[src/rtl/core/tmp_pkg.sv]
// Shared constants for the trapezoidal motion profile unit.
package tmp_pkg;

	localparam int POS_W = 32;
	localparam int LIM_W = 31;
	localparam int DIV_NUM_W = 64;
	localparam int DIV_DEN_W = 32;
	localparam int ROOT_W = 32;
	localparam int RAD_W = 2 * ROOT_W;

	localparam logic [LIM_W-1:0] MIN_LIMIT = 31'd66;
	localparam logic [LIM_W-1:0] MAX_VEL_RESET = 31'd6553600;
	localparam logic [LIM_W-1:0] MAX_ACC_RESET = 31'd13107200;
	localparam logic [POS_W-1:0] TICK_MS = 32'd1;
	localparam logic [DIV_DEN_W-1:0] MS_PER_S = 32'd1000;

	// Elapsed seconds in Q16.16 grow by this whole step and fraction per tick.
	localparam logic [POS_W:0] E_STEP = (POS_W+1)'((32'd65536 * TICK_MS) / MS_PER_S);
	localparam logic [9:0] E_FRAC = 10'((32'd65536 * TICK_MS) % MS_PER_S);

	localparam logic CMD_MOVE = 1'b0;
	localparam logic CMD_TICK = 1'b1;

	localparam logic REG_MAX_VEL = 1'b0;
	localparam logic REG_MAX_ACC = 1'b1;

endpackage

[src/rtl/core/tmp_div.sv]
// Restoring divider that produces one quotient bit per cycle.
module tmp_div import tmp_pkg::*; (
	input  logic                 clk,
	input  logic                 arst_n,
	input  logic                 start,
	input  logic [DIV_NUM_W-1:0] num,
	input  logic [DIV_DEN_W-1:0] den,
	output logic                 done,
	output logic [DIV_NUM_W-1:0] quo
);

	localparam int CNT_W = $clog2(DIV_NUM_W + 1);

	logic [DIV_NUM_W-1:0] quo_q;
	logic [DIV_DEN_W-1:0] den_q;
	logic [DIV_DEN_W-1:0] rem_q;
	logic [CNT_W-1:0]     cnt_q;
	logic                 busy_q;
	logic                 done_q;
	logic [DIV_DEN_W:0]   sh;
	logic [DIV_DEN_W:0]   diff;
	logic                 ge;

	assign sh = {rem_q, quo_q[DIV_NUM_W-1]};
	assign diff = sh - {1'b0, den_q};
	assign ge = sh >= {1'b0, den_q};

	always_ff @(posedge clk or negedge arst_n) begin
		if (!arst_n) begin
			quo_q <= '0;
			den_q <= '0;
			rem_q <= '0;
			cnt_q <= '0;
			busy_q <= 1'b0;
			done_q <= 1'b0;
		end else if (start) begin
			quo_q <= num;
			den_q <= den;
			rem_q <= '0;
			cnt_q <= CNT_W'(DIV_NUM_W);
			busy_q <= 1'b1;
			done_q <= 1'b0;
		end else if (busy_q) begin
			quo_q <= {quo_q[DIV_NUM_W-2:0], ge};
			rem_q <= ge ? diff[DIV_DEN_W-1:0] : sh[DIV_DEN_W-1:0];
			cnt_q <= cnt_q - CNT_W'(1);
			if (cnt_q == CNT_W'(1)) begin
				busy_q <= 1'b0;
				done_q <= 1'b1;
			end
		end else begin
			done_q <= 1'b0;
		end
	end

	assign done = done_q;
	assign quo = quo_q;

endmodule

[config.mk]
export PLATFORM = sky130hd
export DESIGN_NAME = tmp_div
export DESIGN_NICKNAME = d
export VERILOG_FILES = /design/src/rtl/core/tmp_pkg.sv /design/src/rtl/core/tmp_div.sv
export SDC_FILE = /design/constraint.sdc
export NUM_CORES = 1
export LEC_CHECK = 0
export ABC_AREA = 0
export BUFFER_PORTS_ARGS = -buffer_cell sky130_fd_sc_hd__buf_2
export CORE_MARGIN = 2
export CORE_UTILIZATION = 30
export CTS_CLUSTER_SIZE = 40
export DETAILED_ROUTE_END_ITERATION = 7
export GPL_TIMING_DRIVEN = 0
export SLEW_MARGIN = 30
export SYNTH_ARGS = -nofsm -noshare
export SYNTH_HDL_FRONTEND = slang
export SYNTH_SLANG_ARGS = --single-unit
[constraint.sdc]
create_clock -name clk -period 7.7 [get_ports clk]
set_clock_uncertainty 0.05 [all_clocks]
set_input_delay 0.385 -clock clk [delete_from_list [all_inputs] [get_ports clk]]
set_output_delay 0.385 -clock clk [all_outputs]
set_load 0.01 [all_outputs]
==> results.ini <==
[synthesis]
synth.most_common_cell=nand2_1
syn_area_um2=7930
synth_edf_count=0
yosys.area_share.adder_pct=5.62
synth.largest_area_cell=dfrtp_1
synthDominantCellAreaShare_pct=43.2
synth_seq_cells=137
synth_top_family_by_area=compound AO/OA/AOI/OAI gates
synthMuxAreaShare_pct=8.62
ys_types=58
ys_warn_count=0
async_flop_share_pct=100
synth_compound_area_share_pct=20.4
synthCells=882
ys_seq_area_share_pct=43.2
avgSynthCellArea_um2=8.99
netlist_top_cells_count=143 x nand2_1, 137 x dfrtp_1, 114 x o21ai_0, 66 x mux2i_1, 65 x nor2_1
ys.flop_type=dfrtp_1
post_synth_xor_area_fraction_pct=3.31
yosys.area_share.simple_pct=13.5
synth.net_count=1016
synthTopCellsByArea=dfrtp_1 43%, mux2i_1 8.3%, o21ai_0 7.2%, nand2_1 6.8%, ha_1 5.4%

[power]
p_sw_w=0.00139
p_int_w=0.00195
power.share.combinational_pct=47.2
seqPwrFrac_pct=29.2
p_sw_share_pct=41.7
power.density_nw_per_um2=342
leakage_nw=5.10
vdd_drop_max_mv=0.181
p_clk_share_pct=23.6

[timing]
worstMarginPinSlew_ns=0.765
setup_viol=0
fin_setup_tns_ns=0
slew_headroom_pct=49.0
post-route-period-util_pct=39.4
hold_ws_ns=0.0995
fmaxAchievable_ghz=0.330
finalMaxSlewViolations=0
period_needed_ns=3.03
hold_viol=0
rsz0062_at_grt=no

[clocking]
cts-root-buf=clkbuf_16
clock_sinks=137
cts_tree=done
cts_buffer_depth=2
htree_levels=4
clk_pin_slew_ns=0.07
cts_inserted_buffers=17
clk_latency_ns=0.43

[routing]
wl_per_cell_um=16.2
drc=0
drt_wl_total_um=22900
detail_route.iter0.violations=355
vias=6931
vias_per_cell=4.90
first_pass_iters=4
drt.antenna.violating_nets=0

[floorplanning]
die_x_um=167
fp.dieH_um=167
pin_count=164
fp-row-count=59
start_util_pct=30.5
dieArea_um2=27700
coreArea_um2=26000

[worst_setup_path]
worstPathArrival_ns=3.32
endpoint_kind=flip-flop
path_cells=inv_1, ha_1, fa_1, nand2b_1, a21oi_1, o21ai_0, nand2_1, a21o_1, a21oi_1, nand3b_1, a211o_1, a41oi_1
worstSetupPathType=reg2reg
cp_top_family=compound AO/OA/AOI/OAI gates
cp_max_fo=4
crit_required_ns=7.99
reg2regPathDepth=12
crit_slowest_cell=dfrtp_1
r2r_slack_ns=4.67
timing.rr.start=quo[63]$_DFFE_PN0P_
max_stage_delay_ns=0.41
path_common_cell=a21oi_1
worst-path-buf-inv=1
reg2reg_to=rem_q[24]$_DFFE_PN0P_
start_kind=flip-flop

[global_routing]
grt_pass1_wl_um=37300
grt_max_degree=82
grt_usage_pct=16.6
antenna_found_initial=4
grt_pass1_vias=7047
gr-total-overflow=0

[place]
hpwl_um=17000
gp_congestion=0.881
dpl.cell_count=1380
portBuffers=162

[run]
drv_cap=0

[cells_and_area]
area_growth_pct=23.2
drive_gt1_share_pct=20.8
final_cells=1414
nets=1199

[min_path]
hold_path_end=quo[45]$_DFFE_PN0P_
hold_class=in2reg
hold_depth=3
hp-start=num[45]

[outcome]
status=complete, no violations

-- layer usage --
| layer | vias up | GRT usage [%] | share of wire, % |
|---|---|---|---|
| met1 | 3280 | 21.9 | 46 |
| met3 | 30 | 4.90 | 6.1 |
| li1 | 3435 | - | - |
| met4 | 6 | 4.31 | 1.5 |
| met5 | - | 0 | 0.19 |
| met2 | 180 | 26.7 | 46 |
-- cells in the final DEF, fill, tap and decap left out, drive strengths merged, types with 4 or more instances in the layout --
cell type	count
o21ai	118
nor2b	5
nand3	7
clkbuf	48
o21bai	4
a21oi	55
o211ai	11
mux2i	66
a21o	10
nand2	143
ha	34
xnor2	16
a211oi	23
o31ai	5
nor3	6
dfrtp	137
o211a	7
a31oi	4
xor2	14
nor2	66
inv	58
nand4	5
buf	184
-- power groups by stage --
stage | Sequential, W | Clock (W) | Combinational [W]
after floorplan | 0.000976 | 0 | 0.00117
after global placement | 0.000984 | 0 | 0.00155
after detailed placement | 0.000985 | 0 | 0.00157
after CTS | 0.000974 | 0.000812 | 0.00158
after global routing | 0.000992 | 0.000844 | 0.00176
final | 0.000974 | 0.000790 | 0.00158
-- what timing repair did --
| action | CTS | global route |
|---|---|---|
| buffers inserted | 0 | 0 |
| hold endpoints to repair | 56 | 0 |
| hold buffers | 1 | 0 |
| gates resized for setup | 0 | 0 |
-- stage by stage --
stage	setup WS (ns)	area, um^2	utilization, %	total power (W)
2_1_floorplan	5.09	7930	-	0.00215
3_3_place_gp	4.09	9160	35.2	0.00254
3_5_place_dp	4.72	9200	35.4	0.00255
4_1_cts	4.70	9760	37.6	0.00336
5_1_grt	4.42	9760	37.6	0.00360
6_report	4.67	9770	37.6	0.00334
-- registers in the layout (all words and copies together), names as in the netlist --
register  count
quo          64
den_q        32
rem_q        32
cnt_q         7
busy_q        1
done          1
-- worst register-to-register path: stages (launching register included) --
cell,delay [ns]
dfrtp_1,0.41
inv_1,0.06
ha_1,0.22
fa_1,0.40
nand2b_1,0.18
a21oi_1,0.20
o21ai_0,0.24
nand2_1,0.19
a21o_1,0.15
a21oi_1,0.10
nand3b_1,0.23
a211o_1,0.32
a41oi_1,0.18
-- worst max-delay path by stage --
stage / start / end / slack [ns] / depth (start not counted)
after floorplan: quo[63]$_DFFE_PN0P_ / rem_q[24]$_DFFE_PN0P_ / 5.09 / 12
after global placement: arst_n / quo[42]$_DFFE_PN0P_ / 4.09 / 1
after detailed placement: quo[63]$_DFFE_PN0P_ / rem_q[24]$_DFFE_PN0P_ / 4.72 / 12
after CTS: quo[63]$_DFFE_PN0P_ / rem_q[24]$_DFFE_PN0P_ / 4.70 / 12
after global routing: quo[63]$_DFFE_PN0P_ / rem_q[24]$_DFFE_PN0P_ / 4.42 / 12
final: quo[63]$_DFFE_PN0P_ / rem_q[24]$_DFFE_PN0P_ / 4.67 / 12
-- cell families (layout without fill, tap and decap cells) --
group	after synthesis	after routing
adders and majority gates	35	35
xor gates and xnor gates	30	30
and+or+nand+nor	250	250
muxes	68	68
buffers and inverters	102	297
other	0	2
DFF	137	137
AOI/OAI and AO/OA	260	260
-- area by class of cell --
type | instances | area, um^2
fillers | 2703 | 16200
clock buffers | 17 | 425
well taps | 335 | 419
diodes | 2 | 5.00
flip-flops and latches | 137 | 3430
repair buffers | 164 | 858
plain buffers | 52 | 230
clock inverters | 14 | 134
multi-input cells | 643 | 4080
inverters | 50 | 188
Power figures use the tool's default switching activity.
