## src/rtl/core/tmp_pkg.sv

```systemverilog
// Shared constants for the trapezoidal motion profile unit.
package tmp_pkg;

	localparam int POS_W = 32;
	localparam int LIM_W = 31;
	localparam int DIV_NUM_W = 64;
	localparam int DIV_DEN_W = 32;
	localparam int ROOT_W = 32;
	localparam int RAD_W = 2 * ROOT_W;

	localparam logic [LIM_W-1:0] MIN_LIMIT = 31'd66;
	localparam logic [LIM_W-1:0] MAX_VEL_RESET = 31'd6553600;
	localparam logic [LIM_W-1:0] MAX_ACC_RESET = 31'd13107200;
	localparam logic [POS_W-1:0] TICK_MS = 32'd1;
	localparam logic [DIV_DEN_W-1:0] MS_PER_S = 32'd1000;

	// Elapsed seconds in Q16.16 grow by this whole step and fraction per tick.
	localparam logic [POS_W:0] E_STEP = (POS_W+1)'((32'd65536 * TICK_MS) / MS_PER_S);
	localparam logic [9:0] E_FRAC = 10'((32'd65536 * TICK_MS) % MS_PER_S);

	localparam logic CMD_MOVE = 1'b0;
	localparam logic CMD_TICK = 1'b1;

	localparam logic REG_MAX_VEL = 1'b0;
	localparam logic REG_MAX_ACC = 1'b1;

endpackage

```

## src/rtl/core/tmp_sqrt.sv

```systemverilog
// Integer square root that produces one root bit per cycle.
module tmp_sqrt import tmp_pkg::*; (
	input  logic              clk,
	input  logic              arst_n,
	input  logic              start,
	input  logic [RAD_W-1:0]  rad,
	output logic              done,
	output logic [ROOT_W-1:0] root
);

	localparam int CNT_W = $clog2(ROOT_W + 1);

	logic [RAD_W-1:0]  rad_q;
	logic [ROOT_W:0]   rem_q;
	logic [ROOT_W-1:0] root_q;
	logic [CNT_W-1:0]  cnt_q;
	logic              busy_q;
	logic              done_q;
	logic [ROOT_W+2:0] sh;
	logic [ROOT_W+2:0] trial;
	logic [ROOT_W+2:0] diff;
	logic              ge;

	assign sh = {rem_q, rad_q[RAD_W-1:RAD_W-2]};
	assign trial = {1'b0, root_q, 2'b01};
	assign diff = sh - trial;
	assign ge = sh >= trial;

	always_ff @(posedge clk or negedge arst_n) begin
		if (!arst_n) begin
			rad_q <= '0;
			rem_q <= '0;
			root_q <= '0;
			cnt_q <= '0;
			busy_q <= 1'b0;
			done_q <= 1'b0;
		end else if (start) begin
			rad_q <= rad;
			rem_q <= '0;
			root_q <= '0;
			cnt_q <= CNT_W'(ROOT_W);
			busy_q <= 1'b1;
			done_q <= 1'b0;
		end else if (busy_q) begin
			rad_q <= {rad_q[RAD_W-3:0], 2'b00};
			rem_q <= ge ? diff[ROOT_W:0] : sh[ROOT_W:0];
			root_q <= {root_q[ROOT_W-2:0], ge};
			cnt_q <= cnt_q - CNT_W'(1);
			if (cnt_q == CNT_W'(1)) begin
				busy_q <= 1'b0;
				done_q <= 1'b1;
			end
		end else begin
			done_q <= 1'b0;
		end
	end

	assign done = done_q;
	assign root = root_q;

endmodule

```

## config.mk

```make
export PLATFORM = sky130hd
export DESIGN_NAME = tmp_sqrt
export DESIGN_NICKNAME = d
export VERILOG_FILES = /design/src/rtl/core/tmp_pkg.sv /design/src/rtl/core/tmp_sqrt.sv
export SDC_FILE = /design/constraint.sdc
export NUM_CORES = 1
export LEC_CHECK = 0
export BUFFER_PORTS_ARGS = -buffer_cell sky130_fd_sc_hd__buf_4
export CAP_MARGIN = 20
export CORE_MARGIN = 1
export CORE_UTILIZATION = 59
export CTS_BUF_LIST = sky130_fd_sc_hd__clkbuf_16
export CTS_CLUSTER_SIZE = 30
export DETAILED_ROUTE_END_ITERATION = 8
export PLACE_DENSITY = 0.9
export REMOVE_ABC_BUFFERS = 1
export SKIP_CTS_REPAIR_TIMING = 1
export SLEW_MARGIN = 40
export SYNTH_ARGS = -nofsm -noshare
export SYNTH_HDL_FRONTEND = slang
export SYNTH_SLANG_ARGS = --single-unit
```

## constraint.sdc

```tcl
create_clock -name clk -period 3.55 [get_ports clk]
set_input_delay 0 -clock clk [delete_from_list [all_inputs] [get_ports clk]]
set_output_delay 0 -clock clk [all_outputs]
set_load 0.005 [all_outputs]
```

==> results of run 1 <==
==> power by group through the flow <==
stage,Clock (W),Sequential [W],Combinational (W)
final,0.00187,0.00202,0.00361
after floorplan,0,0.00202,0.00265
after CTS,0.00186,0.00201,0.00346
after global routing,0.00195,0.00205,0.00395
after detailed placement,0,0.00203,0.00343
after global placement,0,0.00202,0.00333
==> final cells by class <==
cell class              count  share of cell area, %
inverters                  39                  1.426
clock inverters            15                  1.816
well taps                 176                  2.145
flip-flops and latches    137                  33.43
clock buffers              17                  4.143
multi-input cells         672                  42.23
repair buffers            174                  14.82
==> through the flow <==
| stage | instance area [sq um] | utilization [%] |
|---|---|---|
| after floorplan | 7910 | - |
| after global placement | 8974 | 66.97 |
| after detailed placement | 8977 | 66.99 |
| after CTS | 9589 | 71.56 |
| after global routing | 10270 | 76.62 |
| final | 10270 | 76.62 |
==> flip-flops by register name, summed over array words and instances (netlist names) <==
signal	flops
cnt_q	6
rad_q	64
done	1
rem_q	33
root	32
busy_q	1
==> how the worst min path moves through the flow <==
stage	from	end	slack, ns	depth (start not counted)
global route	arst_n	rem_q[31]	0.05	2
detailed placement	arst_n	root[9]	0.13	1
floorplan	arst_n	busy_q	-0.30	0
finish	arst_n	root[9]	0.02	2
global placement	rad[29]	rad_q[29]	0.20	3
CTS	arst_n	root[30]	-0.33	1
==> logic make-up (layout without fill, tap and decap cells) <==
family                   Yosys count  in the layout  share of synthesized area [%]
AO/OA/AOI/OAI                    219            219                          17.49
multiplexers                      93             93                          11.39
AND/OR/NAND/NOR                  295            295                          15.53
flip-flops                       137            137                          41.93
buffers and inverters             98            245                          5.035
XOR/XNOR                          29             29                          3.107
adder cells (fa/ha/maj)           36             36                          5.510
==> Yosys cell counts (all sizes together), types with 2 or more instances <==
| library cell | number |
|---|---|
| a211oi | 4 |
| nand3 | 13 |
| or2 | 4 |
| nand2 | 143 |
| o21a | 9 |
| nand4 | 11 |
| o211ai | 3 |
| nor2b | 5 |
| o221ai | 4 |
| o21ai | 96 |
| nor2 | 84 |
| a31oi | 7 |
| a41oi | 4 |
| a211o | 3 |
| nor3 | 11 |
| dfrtp | 137 |
| xnor2 | 16 |
| o31a | 2 |
| nor4 | 3 |
| o21bai | 2 |
| clkbuf | 41 |
| a21oi | 36 |
| nand2b | 3 |
| or3 | 3 |
| buf | 18 |
| ha | 36 |
| and3 | 5 |
| a21o | 11 |
| and4 | 4 |
| xor2 | 13 |
| nor3b | 4 |
| a311oi | 26 |
| o31ai | 2 |
| mux2i | 93 |
| inv | 38 |
==> layer usage <==
layer	up-vias	track usage (%)	wire length (microns)
met5	-	0	0
met1	3596	34.78	8935
met3	52	6.084	1411
met4	0	10.78	730
met2	315	45.38	11290
li1	3462	-	-
==> critical path: cells and delay by family (launching register included) <==
| kind | cells | cell delay, ns |
|---|---|---|
| compound gates | 4 | 1.01 |
| fa+ha+maj | 1 | 0.42 |
| buf+inv | 2 | 0.34 |
| flops | 1 | 0.40 |
| simple gates | 4 | 0.76 |
==> reports/results.tsv, run 1 <==
stage	metric	value	unit
timing	final hold vios	0	
cts	clock buffer count from CTS	17	
final_layout	fin cells	1230	
floorplanning	Rows	42	
grt	initial antenna violation count	0	
final_layout	commonest non-fill, non-tap cell in the layout	nand2_1	
placement	Place WS	0.5905	ns
floorplanning	Die Ht	119.7	microns
grt	first-pass GRT wire length	31180	microns
yosys	post-synthesis sequential area ratio	41.93	%
final_layout	fill count	832	
cts	H-tree depth	4	
yosys	post-synthesis cell count	907	
worst_setup_path	critical path's slowest cell	ha_1	
drt	Initial DRC Count	726	
worst_setup_path	Worst Setup EP	rem_q[16]	
hold_path	hold crit path type	in2async	
cts	Root Buffer	clkbuf_16	
cts	Clock Sink Count	137	
power_and_ir_drop	LEAKAGE	5.282	nW
worst_setup_path	CP max FO	12	
worst_setup_path	RR Startpoint	root[17]	
final_layout	FF/Latch Area	3432	sq um
outcome	status	complete, no violations	
worst_setup_path	critical path class	reg2reg	
yosys	dominant cells by area after synthesis	dfrtp_1 42%, mux2i_1 11%, nand2_1 6.6%	
floorplanning	I/O pin count	100	
final_layout	fraction of layout cells with a size suffix above 1	14.61	%
placement	DP Wirelength	12550	microns
yosys	Primary FF master, synth	dfrtp_1	
worst_setup_path	crit path launch type	register	
floorplanning	die footprint	14330	sq um
drt	average routed wire per standard cell	18.18	microns
grt	Total Routing Usage GR	27.36	%
drt	detailed-route vias per instance	6.037	
timing	Final Slew Violations	0	
worst_setup_path	critical path endpoint category	register	
yosys	Yosys warnings	0	
timing	FMAX	330.2	MHz
yosys	Syn Std Cell Area	8175	sq um
timing	Max-Slew Margin vs Limit	54.58	%
grt	global route overflow	0	
timing	RSZ-0062 raised after global routing	no	
power_and_ir_drop	clock share of power	24.9	%
yosys	top-area cell type share of the netlist area	41.93	%
power_and_ir_drop	switching pwr	0.002996	W
final_layout	Layout area overhead	25.59	%
floorplanning	total core area	13400	sq um
worst_setup_path	worst r2r dst	rem_q[16]	
drt	DRC violations left	0	
drt	ANT nets after route	0	
yosys	FFs w/ async S/R, synth	100.0	%
timing	Worst Skew	0.01091	ns
final_layout	most frequent cells in the layout	143 x nand2_1, 136 x dfrtp_1, 105 x buf_4	
final_layout	number of diodes	0	
cts	TritonCTS clock tree	done	
worst_setup_path	crit path DAT	3.35	ns
timing	minimum clock period	3.028	ns
drt	First-pass DRT Iterations	5	
yosys	EDFF count, synth	0	
yosys	post-synthesis cell type count	60	
grt	largest net degree at the start of global routing	111	
worst_setup_path	CP max stage delay	0.42	ns
cts	worst skew pair latency	0.43	ns
placement	Placed Cells	1132	
power_and_ir_drop	total power	0.007499	W
final_layout	fin nets	1144	
placement	gp weighted congestion	0.9069	
timing	setup TNS	0	ns
worst_setup_path	Crit. Startpoint	root[17]	
power_and_ir_drop	sequential share of power	27.0	%
worst_setup_path	Worst Reg-to-Reg Cells	11	
final_layout	multi-input logic area	4335	sq um
timing	Worst-Margin Slew	0.6742	ns
yosys	Syn Area/Cell	9.014	sq um
cts	clk buf depth	2	
power_and_ir_drop	Comb pwr share	48.1	%
yosys	post-synth top area cell	dfrtp_1	
worst_setup_path	Reg2Reg Setup Slack	0.52	ns
timing	setup slack after layout	0.5215	ns
yosys	Yosys reg bits	137	
cts	Reg clk slew, reported paths	0.06	ns
power_and_ir_drop	pwr/cell area	730.3	nW/um^2
power_and_ir_drop	Int Pwr	0.004502	W
power_and_ir_drop	Worst IR Drop VDD	0.0004424	V
worst_setup_path	Req. time, crit path	3.87	ns
floorplanning	Starting Density	61.01	%
flow_run	Max Cap Viol	0	
power_and_ir_drop	switch share	39.96	%
worst_setup_path	crit-path cells	inv_1 > ha_1 > and3_1 > nand3_1 > or3_1 > a21oi_2 > o31ai_4 > o21ai_2 > buf_4 > nand2_1 > a311oi_1	
floorplanning	chip width	119.7	microns
drt	Post-Route WL	22360	microns
placement	IO Port Bufs	99	
timing	WHS	0.01603	ns
timing	Final Cycle Share	85.31	%
drt	Vias	7425	
grt	vias in the first global route	6564	
timing	Final setup viols	0	
Power figures use the tool's default switching activity.
==> run 2, diff against run 1 <==
Settings changed: RECOVER_POWER set to 25.
==> reports/results.tsv, run 2 (same netlist as run 1, synthesis figures left out) <==
stage	metric	value	unit
outcome	status	finished with violations	
outcome	violated checks	max-capacitance violations, max-slew violations	
worst_setup_path	Reg2Reg Setup Slack	0.53	ns
drt	First-pass DRT Iterations	7	
worst_setup_path	kind of cell adding the most delay to the critical path	compound AO/OA/AOI/OAI gates	
final_layout	multi-input logic area	4335	sq um
timing	Final Cycle Share	85.18	%
worst_setup_path	CP Depth	11	
worst_setup_path	RR Startpoint	root[17]	
cts	clk buf depth	2	
final_layout	max reg flops	64	
timing	Max-Slew Margin vs Limit	-14.97	%
timing	final hold vios	0	
floorplanning	Starting Density	61.01	%
cts	Clock Sink Count	137	
power_and_ir_drop	pwr/cell area	732.9	nW/um^2
worst_setup_path	worst r2r dst	rem_q[16]	
drt	average routed wire per standard cell	18.18	microns
hold_path	hold crit path type	in2reg	
worst_setup_path	crit path DAT	3.34	ns
timing	RSZ-0062 raised after global routing	no	
worst_setup_path	critical path class	reg2reg	
floorplanning	chip width	119.7	microns
grt	vias in the first global route	6564	
cts	H-tree depth	4	
cts	Reg clk slew, reported paths	0.06	ns
floorplanning	Rows	42	
worst_setup_path	Crit. Startpoint	root[17]	
worst_setup_path	Worst Setup EP	rem_q[16]	
final_layout	cell area after layout	10240	sq um
drt	Vias	7417	
grt	largest net degree at the start of global routing	111	
worst_setup_path	crit-path cells	inv_1 > ha_1 > and3_1 > nand3_1 > or3_1 > a21oi_2 > o31ai_4 > o21ai_2 > buf_4 > nand2_1 > a311oi_1	
cts	clock buffer count from CTS	17	
final_layout	number of diodes	0	
floorplanning	total core area	13400	sq um
final_layout	Reg with most FFs	rad_q	
final_layout	FF/Latch Area	3432	sq um
power_and_ir_drop	LEAKAGE	5.268	nW
worst_setup_path	Worst Reg-to-Reg Cells	11	
timing	FMAX	330.7	MHz
final_layout	fin nets	1144	
placement	placed instance area	8977	sq um
placement	DP Wirelength	12550	microns
drt	Post-Route WL	22360	microns
drt	ANT nets after route	0	
cts	Root Buffer	clkbuf_16	
cts	TritonCTS clock tree	done	
cts	worst skew pair latency	0.43	ns
worst_setup_path	CP bufs+invs	2	
power_and_ir_drop	Worst IR Drop VDD	0.0004428	V
grt	global route overflow	0	
worst_setup_path	critical path endpoint category	register	
final_layout	fill count	836	
placement	IO Port Bufs	99	
worst_setup_path	critical path's slowest cell	ha_1	
final_layout	fraction of layout cells with a size suffix above 1	14.52	%
drt	DRC violations left	0	
grt	initial antenna violation count	0	
worst_setup_path	CP max FO	12	
timing	minimum clock period	3.024	ns
worst_setup_path	CP max stage delay	0.42	ns
floorplanning	I/O pin count	100	
flow_run	Max Cap Viol	1	
timing	Final setup viols	0	
timing	Worst-Margin Slew	1.725	ns
placement	gp weighted congestion	0.9069	
final_layout	commonest non-fill, non-tap cell in the layout	nand2_1	
floorplanning	Die Ht	119.7	microns
hold_path	worst hold stages	2	
timing	Worst Skew	0.01122	ns
final_layout	most frequent cells in the layout	143 x nand2_1, 136 x dfrtp_1, 105 x buf_4	
timing	setup TNS	0	ns
worst_setup_path	crit path launch type	register	
timing	Final Slew Violations	33	
grt	first-pass GRT wire length	31180	microns
grt	Total Routing Usage GR	27.36	%
worst_setup_path	Req. time, crit path	3.87	ns
floorplanning	die footprint	14330	sq um
final_layout	Layout area overhead	25.21	%
drt	Initial DRC Count	693	
drt	detailed-route vias per instance	6.030	
run 2: cell types whose count changed in the layout (fill, tap and decap cells not counted), sizes merged:
cell,change
buf,-2
clkbuf,+2
run 2: through the flow:
stage                     hold WS (ns)  utilization [%]  instances  setup slack (ns)  power, W
after floorplan                -0.2956                -        848            -1.637  0.004663
after global placement          0.2047            66.97       1132            0.6531  0.005345
after detailed placement        0.1261            66.99       1132            0.5905  0.005453
after CTS                      -0.3252            71.56       1164            0.5677  0.007324
after global routing           0.06935            76.39       1230            0.1688  0.007943
final                          0.03449            76.39       1230            0.5262  0.007502
run 2: worst min path at each step:
stage | startpoint | end | slack [ns]
5_1_grt | start | root[17] | 0.07
3_3_place_gp | rad[29] | rad_q[29] | 0.20
6_report | start | cnt_q[0] | 0.03
4_1_cts | arst_n | root[30] | -0.33
2_1_floorplan | arst_n | busy_q | -0.30
3_5_place_dp | arst_n | root[9] | 0.13
run 2: cell type report:
class,count,share of cell area [%]
clock buffer,17,4.156
clock inverter,15,1.821
inverter,39,1.430
multi-input combinational,672,42.35
sequential,137,33.53
tap,176,2.151
timing repair buffer,174,14.56
run 2: report_power, final:
group	switching (W)	total, W	internal (W)
combinational	0.00208	0.00361	0.00152
clock	0.000707	0.00187	0.00117
sequential	0.000213	0.00202	0.00181
run 2: per-layer routing:
metal / global-route usage [%] / wire, microns / vias to the layer above
met5: 0 / 0 / -
met4: 10.78 / 708 / 0
met2: 45.38 / 11290 / 288
met3: 6.084 / 1370 / 56
met1: 34.78 / 8993 / 3608
li1: - / - / 3465
==> run 3, diff against run 2 <==
Clock period 3.55 ns to 3.1 ns, I/O delays scaled along.
==> reports/results.tsv, run 3 (same netlist as run 1, synthesis figures left out) <==
stage	metric	value	unit
final_layout	fin nets	1148	
placement	Place WS	0.1892	ns
timing	Final setup viols	0	
drt	Vias	7554	
grt	Total Routing Usage GR	27.29	%
floorplanning	Die Ht	119.7	microns
grt	first-pass GRT wire length	31040	microns
floorplanning	I/O pin count	100	
cts	Reg clk slew, reported paths	0.06	ns
floorplanning	die footprint	14330	sq um
timing	Worst-Margin Slew	1.986	ns
drt	ANT nets after route	0	
worst_setup_path	Req. time, crit path	3.44	ns
grt	global route overflow	0	
timing	setup TNS	0	ns
worst_setup_path	crit path DAT	3.25	ns
final_layout	commonest non-fill, non-tap cell in the layout	nand2_1	
timing	setup slack after layout	0.1885	ns
power_and_ir_drop	total power	0.008770	W
worst_setup_path	critical path endpoint category	register	
cts	Clock Sink Count	137	
grt	vias in the first global route	6561	
drt	DRC violations left	0	
grt	initial antenna violation count	0	
final_layout	Reg with most FFs	rad_q	
timing	RSZ-0062 raised after global routing	no	
floorplanning	total core area	13400	sq um
floorplanning	Rows	42	
final_layout	fraction of layout cells with a size suffix above 1	15.12	%
timing	WHS	0.001004	ns
outcome	violated checks	max-capacitance violations, max-slew violations	
final_layout	max reg flops	64	
final_layout	number of diodes	0	
placement	gp weighted congestion	0.9492	
floorplanning	Starting Density	61.01	%
cts	TritonCTS clock tree	done	
power_and_ir_drop	Worst IR Drop VDD	0.0006063	V
drt	First-pass DRT Iterations	7	
outcome	status	finished with violations	
cts	clk buf depth	2	
cts	clock buffer count from CTS	17	
timing	Final Cycle Share	93.92	%
drt	average routed wire per standard cell	18.58	microns
final_layout	most frequent cells in the layout	143 x nand2_1, 136 x dfrtp_1, 109 x buf_4	
placement	Placed Cells	1136	
hold_path	hold crit path type	in2reg	
worst_setup_path	CP max FO	16	
drt	detailed-route vias per instance	6.122	
timing	Max-Slew Margin vs Limit	-32.39	%
timing	final hold vios	0	
timing	Final Slew Violations	79	
final_layout	fill count	804	
worst_setup_path	crit path launch type	register	
timing	Worst Skew	0.008783	ns
drt	Initial DRC Count	697	
timing	FMAX	343.5	MHz
final_layout	fin cells	1234	
placement	IO Port Bufs	99	
power_and_ir_drop	pwr/cell area	852.4	nW/um^2
drt	Post-Route WL	22920	microns
cts	H-tree depth	4	
flow_run	Max Cap Viol	1	
cts	Root Buffer	clkbuf_16	
grt	largest net degree at the start of global routing	142	
final_layout	Layout area overhead	25.85	%
power_and_ir_drop	LEAKAGE	5.283	nW
floorplanning	chip width	119.7	microns
placement	DP Wirelength	12510	microns
timing	minimum clock period	2.911	ns
cts	worst skew pair latency	0.43	ns
worst_setup_path	critical path class	reg2reg	
[run 3: worst paths after layout]
| path | startpoint | endpoint | slack [ns] | cells after the start |
|---|---|---|---|---|
| setup / recovery | root[18] | rem_q[15] | 0.19 | 10 |
| hold / removal | start | root[21] | 0.001 | 2 |
| setup reg to reg | root[18] | rem_q[15] | 0.19 | 10 |
| hold reg to reg | done | done | 0.52 | 2 |
| max in group asynchronous | arst_n | busy_q | 0.99 | 2 |
| min in group asynchronous | arst_n | rem_q[6] | 0.64 | 2 |
[run 3: cell type report]
class	instances	area (sq um)	area share, %
timing repair buffer	177	1514	14.71
inverter	39	146.4	1.423
tap	176	220.2	2.140
clock buffer	17	425.4	4.135
multi-input combinational	673	4354	42.32
sequential	137	3432	33.36
clock inverter	15	196.4	1.909
[run 3: critical path: stages, from the launching register on]
cell and delay [ns]:
dfrtp_1 0.39, inv_1 0.06, ha_1 0.41, and3_1 0.24, nand3_1 0.10, or3_1 0.33
a21oi_2 0.19, o31ai_4 0.11, o21a_4 0.33, or3_1 0.37, a311oi_2 0.28
[run 3: layer usage]
| layer | vias to the layer above | wire [microns] | global-route usage (%) |
|---|---|---|---|
| met3 | 84 | 1693 | 6.036 |
| met1 | 3585 | 9051 | 35.51 |
| met4 | 0 | 835 | 11.95 |
| met5 | - | 0 | 0 |
| met2 | 400 | 11340 | 43.82 |
| li1 | 3485 | - | - |
[run 3: where the power goes]
part	leakage [nW]	switching, W	internal [W]
Clock	0.301	0.000829	0.00135
Combinational	3.22	0.00248	0.00180
Sequential	1.76	0.000244	0.00207
Total	5.28	0.00355	0.00522
[run 3: metrics by stage]
stage | utilization (%) | cell area [sq um]
2_1_floorplan | - | 7910
3_3_place_gp | 67.19 | 9004
3_5_place_dp | 67.19 | 9004
4_1_cts | 71.83 | 9625
5_1_grt | 76.78 | 10290
6_report | 76.78 | 10290
